File: src/rtl/triangle_midpoint_terrain_assert.svh
// Assertion macros shared by the terrain generator RTL.
// Depends on nothing; included by files that carry concurrent checks.
`ifndef TRIANGLE_MIDPOINT_TERRAIN_ASSERT_SVH
`define TRIANGLE_MIDPOINT_TERRAIN_ASSERT_SVH

// same-cycle implication
`define TMT_ASSERT_IMPLY(label, clk, rst, a, c) \
  label: assert property (@(posedge clk) disable iff (rst) (a) |-> (c)) \
    else $error("terrain assertion failed");

// next-cycle implication
`define TMT_ASSERT_NEXT(label, clk, rst, a, c) \
  label: assert property (@(posedge clk) disable iff (rst) (a) |=> (c)) \
    else $error("terrain assertion failed");

`endif

File: src/rtl/tmt_fifo.sv
// Small register FIFO with valid/ready on both sides and a fill count.
// Depends on nothing.
`default_nettype none

module tmt_fifo #(
  parameter int WIDTH = 8,
  parameter int DEPTH = 4
) (
  input  wire logic                       clk,
  input  wire logic                       rst,
  input  wire logic                       in_valid,
  output logic                            in_ready,
  input  wire logic [WIDTH-1:0]           in_data,
  output logic                            out_valid,
  input  wire logic                       out_ready,
  output logic      [WIDTH-1:0]           out_data,
  output logic      [$clog2(DEPTH+1)-1:0] count
);

  localparam int PTR_W = (DEPTH > 1) ? $clog2(DEPTH) : 1;
  localparam int CNT_W = $clog2(DEPTH + 1);

  logic [WIDTH-1:0] mem [DEPTH];
  logic [PTR_W-1:0] wr_ptr;
  logic [PTR_W-1:0] rd_ptr;
  logic             push;
  logic             pop;

  assign in_ready  = (count != CNT_W'(DEPTH));
  assign out_valid = (count != '0);
  assign push      = in_valid && in_ready;
  assign pop       = out_valid && out_ready;
  assign out_data  = mem[rd_ptr];

  always_ff @(posedge clk) begin
    if (rst) begin
      wr_ptr <= '0;
      rd_ptr <= '0;
      count  <= '0;
    end else begin
      if (push) begin
        wr_ptr <= (wr_ptr == PTR_W'(DEPTH - 1)) ? '0 : wr_ptr + 1'b1;
      end
      if (pop) begin
        rd_ptr <= (rd_ptr == PTR_W'(DEPTH - 1)) ? '0 : rd_ptr + 1'b1;
      end
      case ({push, pop})
        2'b10:   count <= count + 1'b1;
        2'b01:   count <= count - 1'b1;
        default: count <= count;
      endcase
    end
  end

  always_ff @(posedge clk) begin
    if (push) begin
      mem[wr_ptr] <= in_data;
    end
  end

endmodule

`default_nettype wire

File: config.mk
export PLATFORM = sky130hd
export DESIGN_NAME = tmt_fifo
export DESIGN_NICKNAME = d
export VERILOG_FILES = /design/src/rtl/triangle_midpoint_terrain_assert.svh /design/src/rtl/tmt_fifo.sv
export SDC_FILE = /design/constraint.sdc
export NUM_CORES = 1
export LEC_CHECK = 0
export BUFFER_PORTS_ARGS = -buffer_cell sky130_fd_sc_hd__buf_2
export CAP_MARGIN = 30
export CORE_MARGIN = 1
export CORE_UTILIZATION = 55
export DETAILED_ROUTE_END_ITERATION = 10
export GPL_TIMING_DRIVEN = 0
export HOLD_SLACK_MARGIN = 0.05
export PLACE_DENSITY = 0.78
export SETUP_SLACK_MARGIN = 0.15
export SYNTH_ARGS = -nofsm -noshare
export SYNTH_HDL_FRONTEND = slang
export SYNTH_SLANG_ARGS = --single-unit
export TNS_END_PERCENT = 5
File: constraint.sdc
create_clock -name clk -period 3.9 [get_ports clk]
set_clock_uncertainty 0.05 [all_clocks]
set_input_delay 0 -clock clk [delete_from_list [all_inputs] [get_ports clk]]
set_output_delay 0 -clock clk [all_outputs]
set_load 0.01 [all_outputs]
==> results of run 1 <==
## registers in the layout, summed over array words and instances, names as in the netlist, named ones only
register  count
wr_ptr        2
count         3
mem          32
rd_ptr        2
## routing by layer
metal / global-route usage (%) / vias to the layer above / part of all wire [%]
met5: 0 / - / 0
met4: 7.143 / 0 / 0.94
met3: 7.604 / 2 / 4.7
met2: 33.16 / 21 / 54
met1: 20.36 / 449 / 40
li1: - / 436 / -
## cells by family (layout without fill, tap and decap cells)
| logic type | Yosys count | after routing | synth area share [%] |
|---|---|---|---|
| flip-flops | 41 | 41 | 69.35 |
| AND/OR/NAND/NOR | 17 | 17 | 6.083 |
| multiplexers | 10 | 10 | 12.17 |
| buffers and inverters | 10 | 52 | 2.813 |
| adder cells (fa/ha/maj) | 7 | 7 | 5.779 |
| AO/OA/AOI/OAI | 7 | 7 | 2.737 |
| XOR/XNOR | 2 | 2 | 1.065 |
## per-stage QoR
step                      total power, W  setup slack (ns)
final                           0.001134             1.531
after global routing            0.001204             1.380
after CTS                       0.001148             1.516
after detailed placement       0.0009053             1.545
after global placement         0.0008869             1.604
after floorplan                0.0007966             1.623
## worst max-delay path: cells and delay by family (launching register included)
family / cells / cell delay (ns)
compound gates: 1 / 0.13
buf+inv: 2 / 0.20
fa+ha+maj: 2 / 0.57
flops: 1 / 0.41
simple gates: 3 / 0.79
xor+xnor: 1 / 0.16
## cell type report
cell class              count  area (sq um)  share of cell area, %
clock inverters             1         5.005                 0.2527
repair buffers             34         225.2                  11.37
clock buffers               7         66.31                  3.348
flip-flops and latches     41          1141                  57.61
multi-input cells          43         457.9                  23.12
inverters                   6         22.52                  1.137
plain buffers               4         23.77                  1.200
well taps                  31         38.79                  1.958
## power groups by stage
stage / Sequential, W / Clock, W / Combinational, W
CTS: 0.000564 / 0.000242 / 0.000341
global route: 0.000570 / 0.000263 / 0.000370
finish: 0.000564 / 0.000236 / 0.000334
global placement: 0.000569 / 0 / 0.000318
floorplan: 0.000571 / 0 / 0.000225
detailed placement: 0.000575 / 0 / 0.000331
## cell usage in the layout, fill, tap and decap left out, types with 2 or more instances in the layout
| cell type | synthesis | routed |
|---|---|---|
| edfxtp_1 | 32 | 32 |
| mux2i_1 | 2 | 2 |
| buf_2 | 1 | 24 |
| ha_1 | 6 | 6 |
| nor2_1 | 4 | 4 |
| dlygate4sd3_1 | 0 | 11 |
| buf_1 | 2 | 2 |
| xor2_1 | 2 | 2 |
| and3_2 | 2 | 2 |
| a21oi_1 | 3 | 3 |
| mux4_2 | 8 | 8 |
| inv_1 | 6 | 6 |
| clkbuf_4 | 0 | 5 |
| and3_1 | 2 | 2 |
| nand2b_1 | 2 | 2 |
| or3_1 | 3 | 3 |
| dfxtp_1 | 9 | 9 |
## timing repair
action                                 in CTS  in global routing
endpoints found under the hold margin      41                  0
resized for setup                           0                  0
hold buffers                               11                  0
## worst paths after layout
| kind | startpoint | endpoint | slack, ns |
|---|---|---|---|
| worst max-delay path | count[2]$_SDFFE_PP0P_ | count[2]$_SDFFE_PP0P_ | 1.53 |
| worst min-delay path | in_data[4] | mem[1][4]$_DFFE_PP_ | 0.36 |
| worst max register to register | count[2]$_SDFFE_PP0P_ | count[2]$_SDFFE_PP0P_ | 1.53 |
| worst min register to register | rd_ptr[0]$_SDFFE_PP0P_ | rd_ptr[0]$_SDFFE_PP0P_ | 0.48 |
==> metrics.txt, run 1 <==
Clk network pwr share 20.8%; CP Max Fanout 7; via/cell ratio 5.437; Post-CTS Setup Inserts 0; Syn-to-layout area delta 20.38%; root buffer cell clkbuf_4; row count 19; IO Count 25; status complete, but fails checks; Distinct cells, synth 25; placed cell areas 1799 sq um; drt drc 3; syn avg cell area 17.50 sq um; worst vdd ir 0.0004771 V; top post-synthesis cells by area edfxtp_1 (58%), dfxtp_1 (11%), mux4_2 (11%); Worst path max stage delay 0.41 ns; Detail Placement HPWL 1798 um; switching power 0.0003303 W; GRT overflow 0; #FFs+latches synth 41; Setup CP Type register to register; final net count 154; critical-path cell with the highest stage delay dfxtp_1; unrepaired setup endpoints after global routing no; final wirelength 2560 um; hold slack 0.3605 ns; CTS Buf Count 5; Worst-Margin Slew 0.5738 ns; Skew-Pair Late Insertion Delay 0.34 ns; Syn Std Cell Area 1645 sq um; Rel. slew slack 61.42%; placed cells 148; Fmax achieved 0.4221 GHz; Initial DRC Count 45; ys flop type edfxtp_1; Worst R2R Path Depth 9; Setup TNS 0 ns; Worst Setup End Kind register; ratio of cells with drive above 1 in the final layout 33.09%; routed length per instance 15.33 um; total number of vias 908; critical path cell sequence or3b_1 -> buf_6 -> nand2_2 -> ha_1 -> inv_1 -> fa_1 -> xor2_1 -> or3_1 -> a21oi_1; Max H-tree Level 2; switch share 29.12%; Mapped Nets 113; Pleak 0.7581 nW; pin count of the biggest net entering global routing 14; failing checks design-rule violations; Critical Path RT 4.13 ns; Post-synth EDFFs 32; GPL Wtd Cong 0.6492; leading area contributor after synthesis edfxtp_1; Seq/Total Area, Yosys 69.35%; port buffer count 23; first-pass iteration count of the detailed router 7; Chip Width 56.70 um; max-cap check violation count 0; Hold Vio Cnt, Final 0; number of diodes 0; Filler Cells Inserted 214; vias in the first global route 925; Cells after Synth 94; Seq pwr share 49.7%; Final Non-Filler Cells 167; post-synth top area share 58.40%; overall die height 56.70 um; Gate power share 29.5%; crit path DAT 2.60 ns; Ys Warns 0; Slew Limit Fails 0; most common cell in the synthesized netlist edfxtp_1; Internal 0.0008040 W; CTS tree done; antenna viol nets, final 0; synth cell count leaders edfxtp_1 (32), dfxtp_1 (9), mux4_2 (8); area of the core 2805 sq um; Clock Sink Count 41; element type at the critical path start register; Total GRT Usage 18.92%; Clock Path Buffers 2; initial core utilization 58.65%; Async S/R FF share, synth 0%; die area 3214 sq um; Period Utilization, post-route 60.75%; first-pass GRT wire length 4215 um; Hold Path Depth 2; Final setup viols 0; Final Util 70.61%; Final min period 2.369 ns; power per standard cell area 572.7 nW/um^2; fin area 1981 sq um; worst hold path class input pin to register; antenna violations before repair 0; Clk pin slew, worst setup/hold paths 0.12 ns
Power figures use the tool's default switching activity.
==> inputs of run 2 (changes only) <==
CORE_UTILIZATION = 49   (was 55)
PLACE_DENSITY = 0.73   (was 0.78)
clock period = 2.07 ns   (was 3.9 ns; I/O delays follow)
==> metrics.txt, run 2 (synthesis gave the netlist of run 1 again) <==
via/cell ratio 5.122 (-5.8%); dpl ws -0.09325 ns (-1.638 ns); Worst Setup End Kind register; Clk pin slew, worst setup/hold paths 0.13 ns (about the same); drt drc 0 (-3); hold slack 0.1241 ns (-0.2365 ns); root buffer cell clkbuf_4; Final Non-Filler Cells 188 (+13%); Critical Path RT 2.30 ns (-1.83 ns); Seq pwr share 42.6% (-7.1 points); Top reg by flops mem; Filler Cells Inserted 216 (+0.93%); vias in the first global route 967 (+4.5%); Clock Sink Count 41 (unchanged); Final setup viols 1 (+1); Clk network pwr share 25.7% (+4.9 points); Setup CP Type register to register; worst flop-to-flop path startpoint count[0]$_SDFFE_PP0P_; first-pass GRT wire length 4554 um (+8.0%); end of the critical path count[2]$_SDFFE_PP0P_; length of routed met3 wiring 99 um (-18%); Worst path max stage delay 0.39 ns (-0.02 ns); first-pass iteration count of the detailed router 4 (-3); switching power 0.0007110 W (+120%); Gate power share 31.7% (+2.2 points); antenna violations before repair 0 (unchanged); Internal 0.001808 W (+120%); switch share 28.22% (-0.90 points); IO Count 25 (unchanged); Chip Width 59.95 um (+5.7%); Total GRT Usage 19.00% (+0.086 points); Period Utilization, post-route 105.0% (+44 points); met1 wire length 1148 um (+11%); final net count 162 (+5.2%); critical path cell sequence or3b_4 -> buf_6 -> nand2_4 -> ha_4 -> inv_2 -> fa_2 -> xor2_1 -> or3_1 -> a21oi_1; Slew Limit Fails 0 (unchanged); Hold Vio Cnt, Final 0 (unchanged); pin count of the biggest net entering global routing 15 (+1); r2r endpoint count[2]$_SDFFE_PP0P_; CTS Buf Count 5 (unchanged); Fmax achieved 0.4602 GHz (+9.0%); Syn-to-layout area delta 30.19%; area of the core 3128 sq um (+12%); element type at the critical path start register; Rel. slew slack 67.68% (+6.3 points); Largest regs mem (32), count (3); Final min period 2.173 ns (-0.1961 ns); commonest cells after routing, fill and taps aside edfxtp_1 (32), buf_2 (24), dlygate4sd3_1 (11), mux4_2 (8), buf_4 (8); commonest non-fill, non-tap cell in the layout edfxtp_1; fin area 2142 sq um (+8.1%); critical-path cell with the highest stage delay or3b_4; Skew-Pair Late Insertion Delay 0.35 ns (about the same); Max H-tree Level 2 (unchanged); Clock Path Buffers 2 (unchanged); placed cell areas 1844 sq um (+2.5%); worst vdd ir 0.0007570 V (+59%); failing checks negative setup slack; antenna viol nets, final 0 (unchanged); final wirelength 2923 um (+14%); Detail Placement HPWL 1758 um (-2.2%); max layer used met4; power per standard cell area 1176 nW/um^2 (+110%); overall die height 59.95 um (+5.7%); routed length per instance 15.55 um (+1.4%); CTS tree done; ratio of cells with drive above 1 in the final layout 43.75% (+11 points); number of diodes 0 (unchanged); row count 20 (+1); GPL Wtd Cong 0.6921 (+6.6%); port buffer count 23 (unchanged); max FFs per register 32 (unchanged); total number of vias 963 (+6.1%); crit path DAT 2.41 ns (-0.19 ns); Reg2Reg Setup Slack -0.10 ns (-1.63 ns); GRT overflow 0 (unchanged); max-cap check violation count 0 (unchanged); Worst-Margin Slew 0.4847 ns (-0.08904 ns); unrepaired setup endpoints after global routing yes; status complete, but fails checks; worst hold path class input pin to register; die area 3593 sq um (+12%); CP Max Fanout 4 (-3); placed cells 161 (+8.8%); Pleak 0.8194 nW (+8.1%); final worst slack -0.1031 ns (-1.634 ns); Worst R2R Path Depth 9 (unchanged); Initial DRC Count 26 (-42%); initial core utilization 52.60% (-6.1 points); Crit. Startpoint count[0]$_SDFFE_PP0P_; Setup TNS -0.1031 ns (-0.1031 ns); met2 routed WL 1637 um (+19%)
==> run 2: critical path: cells and delay by family (launching register included) <==
family | cells | cell delay, ns
buffers and inverters | 2 | 0.16
adder cells (fa/ha/maj) | 2 | 0.46
flip-flops | 1 | 0.38
XOR/XNOR | 1 | 0.15
AO/OA/AOI/OAI | 1 | 0.13
AND/OR/NAND/NOR | 3 | 0.76
==> run 2: layer usage <==
| layer | global-route usage (%) | vias up |
|---|---|---|
| met2 | 32.38 | 22 |
| li1 | - | 452 |
| met5 | 0 | - |
| met1 | 21.71 | 484 |
| met4 | 8.638 | 0 |
| met3 | 6.061 | 5 |
==> run 2: cell type report <==
cell class | count | area (sq um) | area share, %
Buffer | 4 | 23.77 | 1.110
Tap cell | 44 | 55.05 | 2.570
Clock buffer | 5 | 37.54 | 1.752
Multi-Input combinational cell | 43 | 496.7 | 23.19
Timing Repair Buffer | 42 | 285.3 | 13.32
Sequential cell | 41 | 1152 | 53.80
Clock inverter | 3 | 68.82 | 3.213
Inverter | 6 | 22.52 | 1.051
==> run 2: worst min-delay path by stage <==
stage / from / depth (start not counted) / slack [ns] / end
2_1_floorplan: in_data[0] / 0 / 0.05 / mem[0][0]$_DFFE_PP_
3_3_place_gp: in_data[7] / 1 / 0.16 / mem[0][7]$_DFFE_PP_
3_5_place_dp: in_data[1] / 1 / 0.17 / mem[2][1]$_DFFE_PP_
4_1_cts: in_valid / 5 / 0.11 / count[1]$_SDFFE_PP0P_
5_1_grt: in_valid / 5 / 0.13 / wr_ptr[0]$_SDFFE_PP0P_
6_report: in_valid / 5 / 0.12 / wr_ptr[0]$_SDFFE_PP0P_
==> run 2: timing repair <==
| item | 4_1_cts | 5_1_grt |
|---|---|---|
| pin swaps | 2 | 1 |
| hold buffers | 12 | 0 |
| hold endpoints to repair | 41 | 0 |
| resized for setup | 2 | 5 |
| buffers inserted | 5 | 2 |
| endpoints found under the setup margin | 2 | 4 |
==> run 2: power by group through the flow <==
| stage | registers, W | clock network (W) | logic (W) |
|---|---|---|---|
| after floorplan | 0.00109 | 0 | 0.000449 |
| final | 0.00107 | 0.000646 | 0.000800 |
| after global placement | 0.00108 | 0 | 0.000630 |
| after CTS | 0.00107 | 0.000660 | 0.000730 |
| after detailed placement | 0.00109 | 0 | 0.000648 |
| after global routing | 0.00109 | 0.000698 | 0.000877 |
==> run 2: through the flow <==
| stage | util, % | total power, W |
|---|---|---|
| after floorplan | - | 0.001537 |
| after global placement | 58.96 | 0.001714 |
| after detailed placement | 58.96 | 0.001740 |
| after CTS | 67.48 | 0.002458 |
| after global routing | 68.48 | 0.002661 |
| final | 68.48 | 0.002519 |
