===== config.mk =====
export PLATFORM = sky130hd
export DESIGN_NAME = tmt_front
export DESIGN_NICKNAME = d
export VERILOG_FILES = /design/src/rtl/triangle_midpoint_terrain_assert.svh /design/src/rtl/tmt_pkg.sv /design/src/rtl/tmt_front.sv
export SDC_FILE = /design/constraint.sdc
export NUM_CORES = 2
export LEC_CHECK = 0
export ABC_AREA = 1
export CORE_UTILIZATION = 33
export DETAILED_ROUTE_END_ITERATION = 10
export DONT_BUFFER_PORTS = 1
export GPL_ROUTABILITY_DRIVEN = 0
export GPL_TIMING_DRIVEN = 0
export PLACE_DENSITY_LB_ADDON = 0.3
export SYNTH_ARGS = -nofsm -noshare
export SYNTH_HDL_FRONTEND = slang
export SYNTH_SLANG_ARGS = --single-unit

===== constraint.sdc =====
create_clock -name clk -period 8.9 [get_ports clk]
set_input_delay 1.335 -clock clk [delete_from_list [all_inputs] [get_ports clk]]
set_output_delay 1.335 -clock clk [all_outputs]
set_load 0.05 [all_outputs]

===== src/rtl/triangle_midpoint_terrain_assert.svh =====
// Assertion macros shared by the terrain generator RTL.
// Depends on nothing; included by files that carry concurrent checks.
`ifndef TRIANGLE_MIDPOINT_TERRAIN_ASSERT_SVH
`define TRIANGLE_MIDPOINT_TERRAIN_ASSERT_SVH

// same-cycle implication
`define TMT_ASSERT_IMPLY(label, clk, rst, a, c) \
  label: assert property (@(posedge clk) disable iff (rst) (a) |-> (c)) \
    else $error("terrain assertion failed");

// next-cycle implication
`define TMT_ASSERT_NEXT(label, clk, rst, a, c) \
  label: assert property (@(posedge clk) disable iff (rst) (a) |=> (c)) \
    else $error("terrain assertion failed");

`endif


===== src/rtl/tmt_pkg.sv =====
// Shared types and constants of the triangle midpoint terrain generator.
// Depends on nothing.
`default_nettype none

package tmt_pkg;

  localparam int IDX_W      = 9;
  localparam int LEVEL_W    = 4;
  localparam int AMP_W      = 20;
  localparam int DECAY_W    = 16;
  localparam int RAND_W     = 15;
  localparam int CFG_IDX_W  = 2;
  localparam int CFG_DATA_W = 20;
  localparam int FRAC_SHIFT = 16;
  localparam int PROD_W     = RAND_W + AMP_W;
  localparam int DISP_W     = PROD_W - FRAC_SHIFT;
  localparam int QUARTER_W  = AMP_W - 2;
  localparam int JOB_DEPTH  = 4;
  localparam int OUT_DEPTH  = 4;
  localparam int OUT_CNT_W  = $clog2(OUT_DEPTH + 1);

  localparam int LEVEL_RESET = 8;
  localparam logic [AMP_W-1:0]   INIT_AMP_RESET = 20'd160000;
  localparam logic [DECAY_W-1:0] DECAY_RESET    = 16'd36409;

  typedef enum logic [1:0] {
    PASS_X    = 2'd0,
    PASS_Y    = 2'd1,
    PASS_DIAG = 2'd2
  } pass_t;

  typedef enum logic [CFG_IDX_W-1:0] {
    REG_LEVEL_COUNT = 2'd0,
    REG_INIT_AMP    = 2'd1,
    REG_AMP_DECAY   = 2'd2
  } cfg_reg_t;

  typedef struct packed {
    logic [IDX_W-1:0]     x_index;
    logic [IDX_W-1:0]     y_index;
    logic [DISP_W-1:0]    disp_hi;
    logic [QUARTER_W-1:0] quarter;
    logic                 corner_a;
    logic                 corner_b;
    logic                 level_start;
    logic                 last_point;
  } job_info_t;

  localparam int JOB_INFO_W = $bits(job_info_t);

endpackage

`default_nettype wire


===== src/rtl/tmt_front.sv =====
// Front end: config registers, midpoint sequencer, endpoint addressing
// and displacement product. Depends on tmt_pkg.
`default_nettype none

module tmt_front #(
  parameter int MAX_LEVEL = 8
) (
  input  wire logic                              clk,
  input  wire logic                              rst,
  input  wire logic                              cfg_valid,
  output logic                                   cfg_ready,
  input  wire logic [tmt_pkg::CFG_IDX_W-1:0]     cfg_index,
  input  wire logic [tmt_pkg::CFG_DATA_W-1:0]    cfg_data,
  input  wire logic                              in_valid,
  output logic                                   in_ready,
  input  wire logic [tmt_pkg::RAND_W-1:0]        random_value,
  output logic                                   job_valid,
  input  wire logic                              job_ready,
  output tmt_pkg::job_info_t                     job_info,
  output logic [$clog2(((1 << MAX_LEVEL) + 1) *
                       ((1 << (MAX_LEVEL - 1)) + 1))-1:0] job_p,
  output logic [$clog2(((1 << MAX_LEVEL) + 1) *
                       ((1 << (MAX_LEVEL - 1)) + 1))-1:0] job_a,
  output logic [$clog2(((1 << MAX_LEVEL) + 1) *
                       ((1 << (MAX_LEVEL - 1)) + 1))-1:0] job_b
);

  localparam int POS_W  = MAX_LEVEL + 1;
  localparam int COLS   = (1 << (MAX_LEVEL - 1)) + 1;
  localparam int ROWS   = (1 << MAX_LEVEL) + 1;
  localparam int ADDR_W = $clog2(ROWS * COLS);
  localparam int LW     = tmt_pkg::LEVEL_W;
  localparam int LC_RST = (tmt_pkg::LEVEL_RESET > MAX_LEVEL) ? MAX_LEVEL
                                                             : tmt_pkg::LEVEL_RESET;
  localparam logic [POS_W-1:0] I_RST = POS_W'(1) << (LC_RST - 1);

  logic [LW-1:0]                 level_count;
  logic [tmt_pkg::AMP_W-1:0]     initial_amplitude;
  logic [tmt_pkg::DECAY_W-1:0]   amplitude_decay;
  logic [LW-1:0]                 level_now, level_now_next;
  tmt_pkg::pass_t                pass_now, pass_now_next;
  logic [POS_W-1:0]              outer_position, outer_position_next;
  logic [POS_W-1:0]              inner_position, inner_position_next;
  logic [tmt_pkg::AMP_W-1:0]     amplitude_now, amplitude_now_next;
  logic [tmt_pkg::AMP_W-1:0]     amp_scaled;
  logic                          last_next;

  logic [POS_W-1:0] span, half, ib, sk;
  logic [POS_W-1:0] px, py, ax1, ay1, ax2, ay2;
  logic [POS_W:0]   i_sum, o_sum;
  logic [LW-1:0]    level_inc;
  logic             accept;

  logic                          cfg_hit;
  logic [LW-1:0]                 lc_new;
  logic [tmt_pkg::AMP_W-1:0]     ia_new;
  logic [tmt_pkg::DECAY_W-1:0]   ad_new;
  logic [LW-1:0]                 lc_clamp;

  logic [tmt_pkg::PROD_W-1:0]                    disp_prod;
  logic [tmt_pkg::AMP_W+tmt_pkg::DECAY_W-1:0]    decay_prod;

  function automatic logic [ADDR_W-1:0] slot_of(input logic [POS_W-1:0] ax,
                                                 input logic [POS_W-1:0] ay,
                                                 input logic [POS_W-1:0] m,
                                                 input logic [POS_W-1:0] h);
    logic [POS_W-1:0] row;
    logic [POS_W-1:0] col;
    if (ay > h) begin
      row = m - ax;
      col = m + POS_W'(1) - ay;
    end else begin
      row = ax;
      col = ay;
    end
    return (ADDR_W'(row) << (MAX_LEVEL - 1)) + ADDR_W'(row) + ADDR_W'(col);
  endfunction

  function automatic logic is_corner(input logic [POS_W-1:0] ax,
                                     input logic [POS_W-1:0] ay,
                                     input logic [POS_W-1:0] m);
    return ((ay == '0) && ((ax == '0) || (ax == m))) || ((ax == m) && (ay == m));
  endfunction

  assign cfg_ready = 1'b1;
  assign in_ready  = job_ready;
  assign job_valid = in_valid;
  assign accept    = in_valid && job_ready;

  assign span = POS_W'(1) << level_count;
  assign half = span >> 1;
  assign ib   = span >> ({1'b0, level_now} + 5'd1);
  assign sk   = ib << 1;

  // point and endpoints of the current midpoint
  always_comb begin
    case (pass_now)
      tmt_pkg::PASS_X: begin
        px  = inner_position;
        py  = outer_position;
        ax1 = inner_position - ib;
        ay1 = outer_position;
        ax2 = inner_position + ib;
        ay2 = outer_position;
      end
      tmt_pkg::PASS_Y: begin
        px  = outer_position;
        py  = inner_position;
        ax1 = outer_position;
        ay1 = inner_position + ib;
        ax2 = outer_position;
        ay2 = inner_position - ib;
      end
      default: begin
        px  = outer_position + inner_position;
        py  = inner_position;
        ax1 = outer_position + inner_position - ib;
        ay1 = inner_position - ib;
        ax2 = outer_position + inner_position + ib;
        ay2 = inner_position + ib;
      end
    endcase
  end

  assign disp_prod  = tmt_pkg::PROD_W'(random_value) * tmt_pkg::PROD_W'(amplitude_now);
  assign decay_prod = (tmt_pkg::AMP_W + tmt_pkg::DECAY_W)'(amplitude_now) *
                      (tmt_pkg::AMP_W + tmt_pkg::DECAY_W)'(amplitude_decay);

  always_comb begin
    job_info.x_index     = tmt_pkg::IDX_W'(px);
    job_info.y_index     = tmt_pkg::IDX_W'(py);
    job_info.disp_hi     = disp_prod[tmt_pkg::PROD_W-1:tmt_pkg::FRAC_SHIFT];
    job_info.quarter     = amplitude_now[tmt_pkg::AMP_W-1:2];
    job_info.corner_a    = is_corner(ax1, ay1, span);
    job_info.corner_b    = is_corner(ax2, ay2, span);
    job_info.level_start = (pass_now == tmt_pkg::PASS_X) &&
                           (outer_position == '0) && (inner_position == ib);
    job_info.last_point  = last_next;
    job_p = slot_of(px, py, span, half);
    job_a = slot_of(ax1, ay1, span, half);
    job_b = slot_of(ax2, ay2, span, half);
  end

  // sequencer advance
  always_comb begin
    i_sum               = {1'b0, inner_position} + {1'b0, sk};
    o_sum               = {1'b0, outer_position} + {1'b0, sk};
    level_inc           = level_now + LW'(1);
    level_now_next      = level_now;
    pass_now_next       = pass_now;
    outer_position_next = outer_position;
    inner_position_next = i_sum[POS_W-1:0];
    amplitude_now_next  = amplitude_now;
    last_next           = 1'b0;
    case (pass_now)
      tmt_pkg::PASS_X: begin
        if (i_sum > {1'b0, span}) begin
          if (o_sum >= {1'b0, span}) begin
            pass_now_next       = tmt_pkg::PASS_Y;
            outer_position_next = span;
            inner_position_next = ib;
          end else begin
            outer_position_next = o_sum[POS_W-1:0];
            inner_position_next = ib + o_sum[POS_W-1:0];
          end
        end
      end
      tmt_pkg::PASS_Y: begin
        if (i_sum > {1'b0, outer_position}) begin
          if (outer_position <= sk) begin
            pass_now_next       = tmt_pkg::PASS_DIAG;
            outer_position_next = '0;
            inner_position_next = ib;
          end else begin
            outer_position_next = outer_position - sk;
            inner_position_next = ib;
          end
        end
      end
      default: begin
        if (i_sum > {1'b0, span - outer_position}) begin
          if (o_sum >= {1'b0, span}) begin
            pass_now_next       = tmt_pkg::PASS_X;
            outer_position_next = '0;
            if (level_inc >= level_count) begin
              last_next           = 1'b1;
              level_now_next      = '0;
              inner_position_next = half;
              amplitude_now_next  = initial_amplitude;
            end else begin
              level_now_next      = level_inc;
              inner_position_next = span >> ({1'b0, level_inc} + 5'd1);
              amplitude_now_next  = amp_scaled;
            end
          end else begin
            outer_position_next = o_sum[POS_W-1:0];
            inner_position_next = ib;
          end
        end
      end
    endcase
  end

  // config decode
  always_comb begin
    lc_clamp = cfg_data[LW-1:0];
    if (lc_clamp == '0) begin
      lc_clamp = LW'(1);
    end else if (lc_clamp > LW'(MAX_LEVEL)) begin
      lc_clamp = LW'(MAX_LEVEL);
    end
    cfg_hit = cfg_valid;
    lc_new  = level_count;
    ia_new  = initial_amplitude;
    ad_new  = amplitude_decay;
    case (cfg_index)
      tmt_pkg::REG_LEVEL_COUNT: lc_new = lc_clamp;
      tmt_pkg::REG_INIT_AMP:    ia_new = cfg_data[tmt_pkg::AMP_W-1:0];
      tmt_pkg::REG_AMP_DECAY:   ad_new = cfg_data[tmt_pkg::DECAY_W-1:0];
      default:                  cfg_hit = 1'b0;
    endcase
  end

  always_ff @(posedge clk) begin
    if (rst) begin
      level_count       <= LW'(LC_RST);
      initial_amplitude <= tmt_pkg::INIT_AMP_RESET;
      amplitude_decay   <= tmt_pkg::DECAY_RESET;
      level_now         <= '0;
      pass_now          <= tmt_pkg::PASS_X;
      outer_position    <= '0;
      inner_position    <= I_RST;
      amplitude_now     <= tmt_pkg::INIT_AMP_RESET;
    end else if (cfg_hit) begin
      level_count       <= lc_new;
      initial_amplitude <= ia_new;
      amplitude_decay   <= ad_new;
      level_now         <= '0;
      pass_now          <= tmt_pkg::PASS_X;
      outer_position    <= '0;
      inner_position    <= POS_W'(1) << (lc_new - LW'(1));
      amplitude_now     <= ia_new;
    end else if (accept) begin
      level_now         <= level_now_next;
      pass_now          <= pass_now_next;
      outer_position    <= outer_position_next;
      inner_position    <= inner_position_next;
      amplitude_now     <= amplitude_now_next;
    end
  end

  // next-level amplitude, ready well before a level ends
  always_ff @(posedge clk) begin
    amp_scaled <= decay_prod[tmt_pkg::AMP_W+tmt_pkg::DECAY_W-1:tmt_pkg::FRAC_SHIFT];
  end

endmodule

`default_nettype wire


==> impl_metrics.json <==
{
  "outcome": "finished, violations left",
  "violations": "DRC, capacitance limit, slew limit",
  "crit_chain": "buf_2 > buf_4 > nand2_1 > inv_1 > fa_1 > fa_1 > fa_1 > inv_1 > fa_1 > inv_1 > fa_1 > fa_1 > ha_1 > a21oi_1 > o21ai_0 > a21oi_2 > o21ai_0 > xor2_1",
  "fp.dieH_um": 329,
  "drt_wl_total_mm": 119,
  "grt_pass1_vias": 31769,
  "fillerInstances": 11137,
  "fin_nets": 5986,
  "fmax_mhz": 115,
  "finalSetupTns_ns": 0,
  "vias": 32860,
  "drv_slew": 1,
  "ys_top_cells_by_count": "nand2_1, inv_1, fa_1",
  "fin_skew_ns": 0.0128,
  "period_needed_ns": 8.71,
  "synth_area_leaders": "fa_1, ha_1, nand2_1, inv_1, dfxtp_1",
  "max_cap_viol_count": 1,
  "dieWidth_um": 329,
  "start_util_pct": 33.4,
  "antenna_cells": 0,
  "cts_sinks": 104,
  "pin_count": 152,
  "cp-end-kind": "output pin",
  "slew_headroom_pct": -0.0367,
  "portBuffers": 0,
  "cp.required_ns": 7.57,
  "cp_top_family": "adder cells",
  "post_dp_cell_area_mm2": 0.0372,
  "drive_gt1_share_pct": 7.94,
  "die-area_mm2": 0.108,
  "cts_buffers": 9,
  "synth_area_mm2": 0.0352,
  "wl_per_cell_um": 18.6,
  "crit_start": "random_value[1]",
  "critical_path_class": "input pin to output pin",
  "setup_viol": 0,
  "cts_tree": "done",
  "rsz0062_at_grt": "true",
  "critical_path_cell_count": 18,
  "htree_levels": 3,
  "grt_pass1_wl_mm": 182,
  "ys_seq_area_share_pct": 5.91,
  "rows": 119,
  "clock_path_buffers": 2,
  "r2r_cells": 20,
  "yosysMostFrequentCell": "nand2_1",
  "synth_cells": 4902,
  "synthArstFlopShare_pct": 0,
  "critical_path_buf_inv_count": 5,
  "r2r-start": "amplitude_now[1]$_SDFFE_PP0P_",
  "postSynthAreaPerCell_um2": 7.18,
  "hpwl_mm": 97.5,
  "ys_seq_elements": 104,
  "final_area_mm2": 0.0392,
  "worst_pin_slew_ns": 1.48,
  "firstDrtPassIters": 10,
  "rrSetupSlack_ns": 1.56,
  "drt_iter0_drc": 2831,
  "cpMostUsedCell": "fa_1",
  "worst_hold_path_type": "flop to flop",
  "antenna_found_initial": 2,
  "drt-vias-per-instance": 5.14,
  "yosysTopAreaCellShare_pct": 28.7,
  "critPathSlowestCell": "xor2_1",
  "synth_cell_types": 70,
  "synth_flop_cell": "dfxtp_1",
  "gr-total-overflow": 0,
  "grtUsageTotal_pct": 21.8,
  "ys_warn_count": 0,
  "finalHoldViolCount": 0,
  "post-route-period-util_pct": 97.9,
  "ant_nets": 0,
  "start_kind": "input pin",
  "root_buffer": "clkbuf_16",
  "synth_top_cell_by_area": "fa_1",
  "coreArea_mm2": 0.106,
  "crit_end": "job_info[28]",
  "synth_edf_count": 0,
  "cpPeakStageDelay_ns": 0.82,
  "syn-num-nets": 5895,
  "arrival_ns": 7.38,
  "clock_latency_ns": 0.37,
  "grt_start_max_net_pins": 20,
  "drc_errors": 16,
  "reg2reg_to": "amp_scaled[19]$_DFF_P_",
  "clk_pin_slew_ns": 0.07,
  "syn_to_final_growth_pct": 11.3,
  "hold_slack_ns": 0.474,
  "crit_fanout": 10
}
[worst min path at each step]
stage,to,cells after the start,startpoint
4_1_cts,initial_amplitude[19]$_SDFFE_PP0P_,2,initial_amplitude[19]$_SDFFE_PP0P_
5_1_grt,initial_amplitude[19]$_SDFFE_PP0P_,2,initial_amplitude[19]$_SDFFE_PP0P_
3_3_place_gp,initial_amplitude[19]$_SDFFE_PP0P_,2,initial_amplitude[19]$_SDFFE_PP0P_
6_report,initial_amplitude[19]$_SDFFE_PP0P_,2,initial_amplitude[19]$_SDFFE_PP0P_
3_5_place_dp,initial_amplitude[19]$_SDFFE_PP0P_,2,initial_amplitude[19]$_SDFFE_PP0P_
2_1_floorplan,initial_amplitude[19]$_SDFFE_PP0P_,2,initial_amplitude[19]$_SDFFE_PP0P_
[worst min-delay path, delay by kind of cell (launching register included)]
family / cells / cell delay [ns]
flip-flops: 1 / 0.32
AND/OR/NAND/NOR: 1 / 0.06
AO/OA/AOI/OAI: 1 / 0.06
[cells by family after synthesis]
family	count (synthesis)	synth area share (%)
buffers and inverters	1276	14.0
muxes	4	0.114
xor gates and xnor gates	170	4.23
and+or+nand+nor	1614	18.7
AOI/OAI and AO/OA	782	12.5
DFF	104	5.91
other	1	0.0106
adders and majority gates	951	44.5
[per-stage QoR]
step,setup WS [ns],std cells,util (%)
2_1_floorplan,0.0676,4902,-
3_3_place_gp,-3.23,6293,35.0
3_5_place_dp,-2.47,6302,35.2
4_1_cts,-0.0172,6355,36.4
5_1_grt,-0.126,6389,37.1
6_report,0.188,6389,37.1
[cell usage in the layout (no fill, tap or decap), types with 91 or more instances in the layout]
| cell type | n |
|---|---|
| nand2_1 | 1142 |
| inv_1 | 1018 |
| a21oi_1 | 288 |
| buf_4 | 91 |
| ha_1 | 434 |
| clkbuf_1 | 150 |
| fa_1 | 500 |
| o21ai_0 | 251 |
| nand3_1 | 119 |
| xor2_1 | 103 |
| dfxtp_1 | 98 |
| nor2_1 | 186 |
[area by class of cell]
cell class,instances,area (um^2),area share [%]
multi-input combinational,3522,29300,74.7
inverter,1056,4030,10.3
sequential,104,2100,5.36
tap,1391,1740,4.44
buffer,220,1020,2.60
timing repair buffer,80,709,1.81
clock buffer,9,225,0.575
clock inverter,7,88.8,0.227
[timing repair]
action / CTS / global route
setup endpoints to repair: 49 / 36
resized for setup: 147 / 120
pin swaps: 22 / 41
buffers inserted: 37 / 33
hold buffers: 0 / 0
cloned: 0 / 1
[state kept, by name, summed over array words and instances (netlist names)]
register / flops
inner_position: 9
outer_position: 9
level_now: 4
pass_now: 2
level_count: 4
amp_scaled: 20
amplitude_decay: 16
amplitude_now: 20
initial_amplitude: 20
[metal layers]
metal | wire length [um] | up-vias | global-route usage [%]
li1 | - | 15329 | -
met5 | 27 | - | 0
met2 | 55500 | 1292 | 36.4
met3 | 10000 | 223 | 3.18
met4 | 3630 | 4 | 5.96
met1 | 50000 | 16012 | 29.3
Power is not shown: default switching activity piles up to over one toggle a cycle in this logic, so the estimate is an artifact.
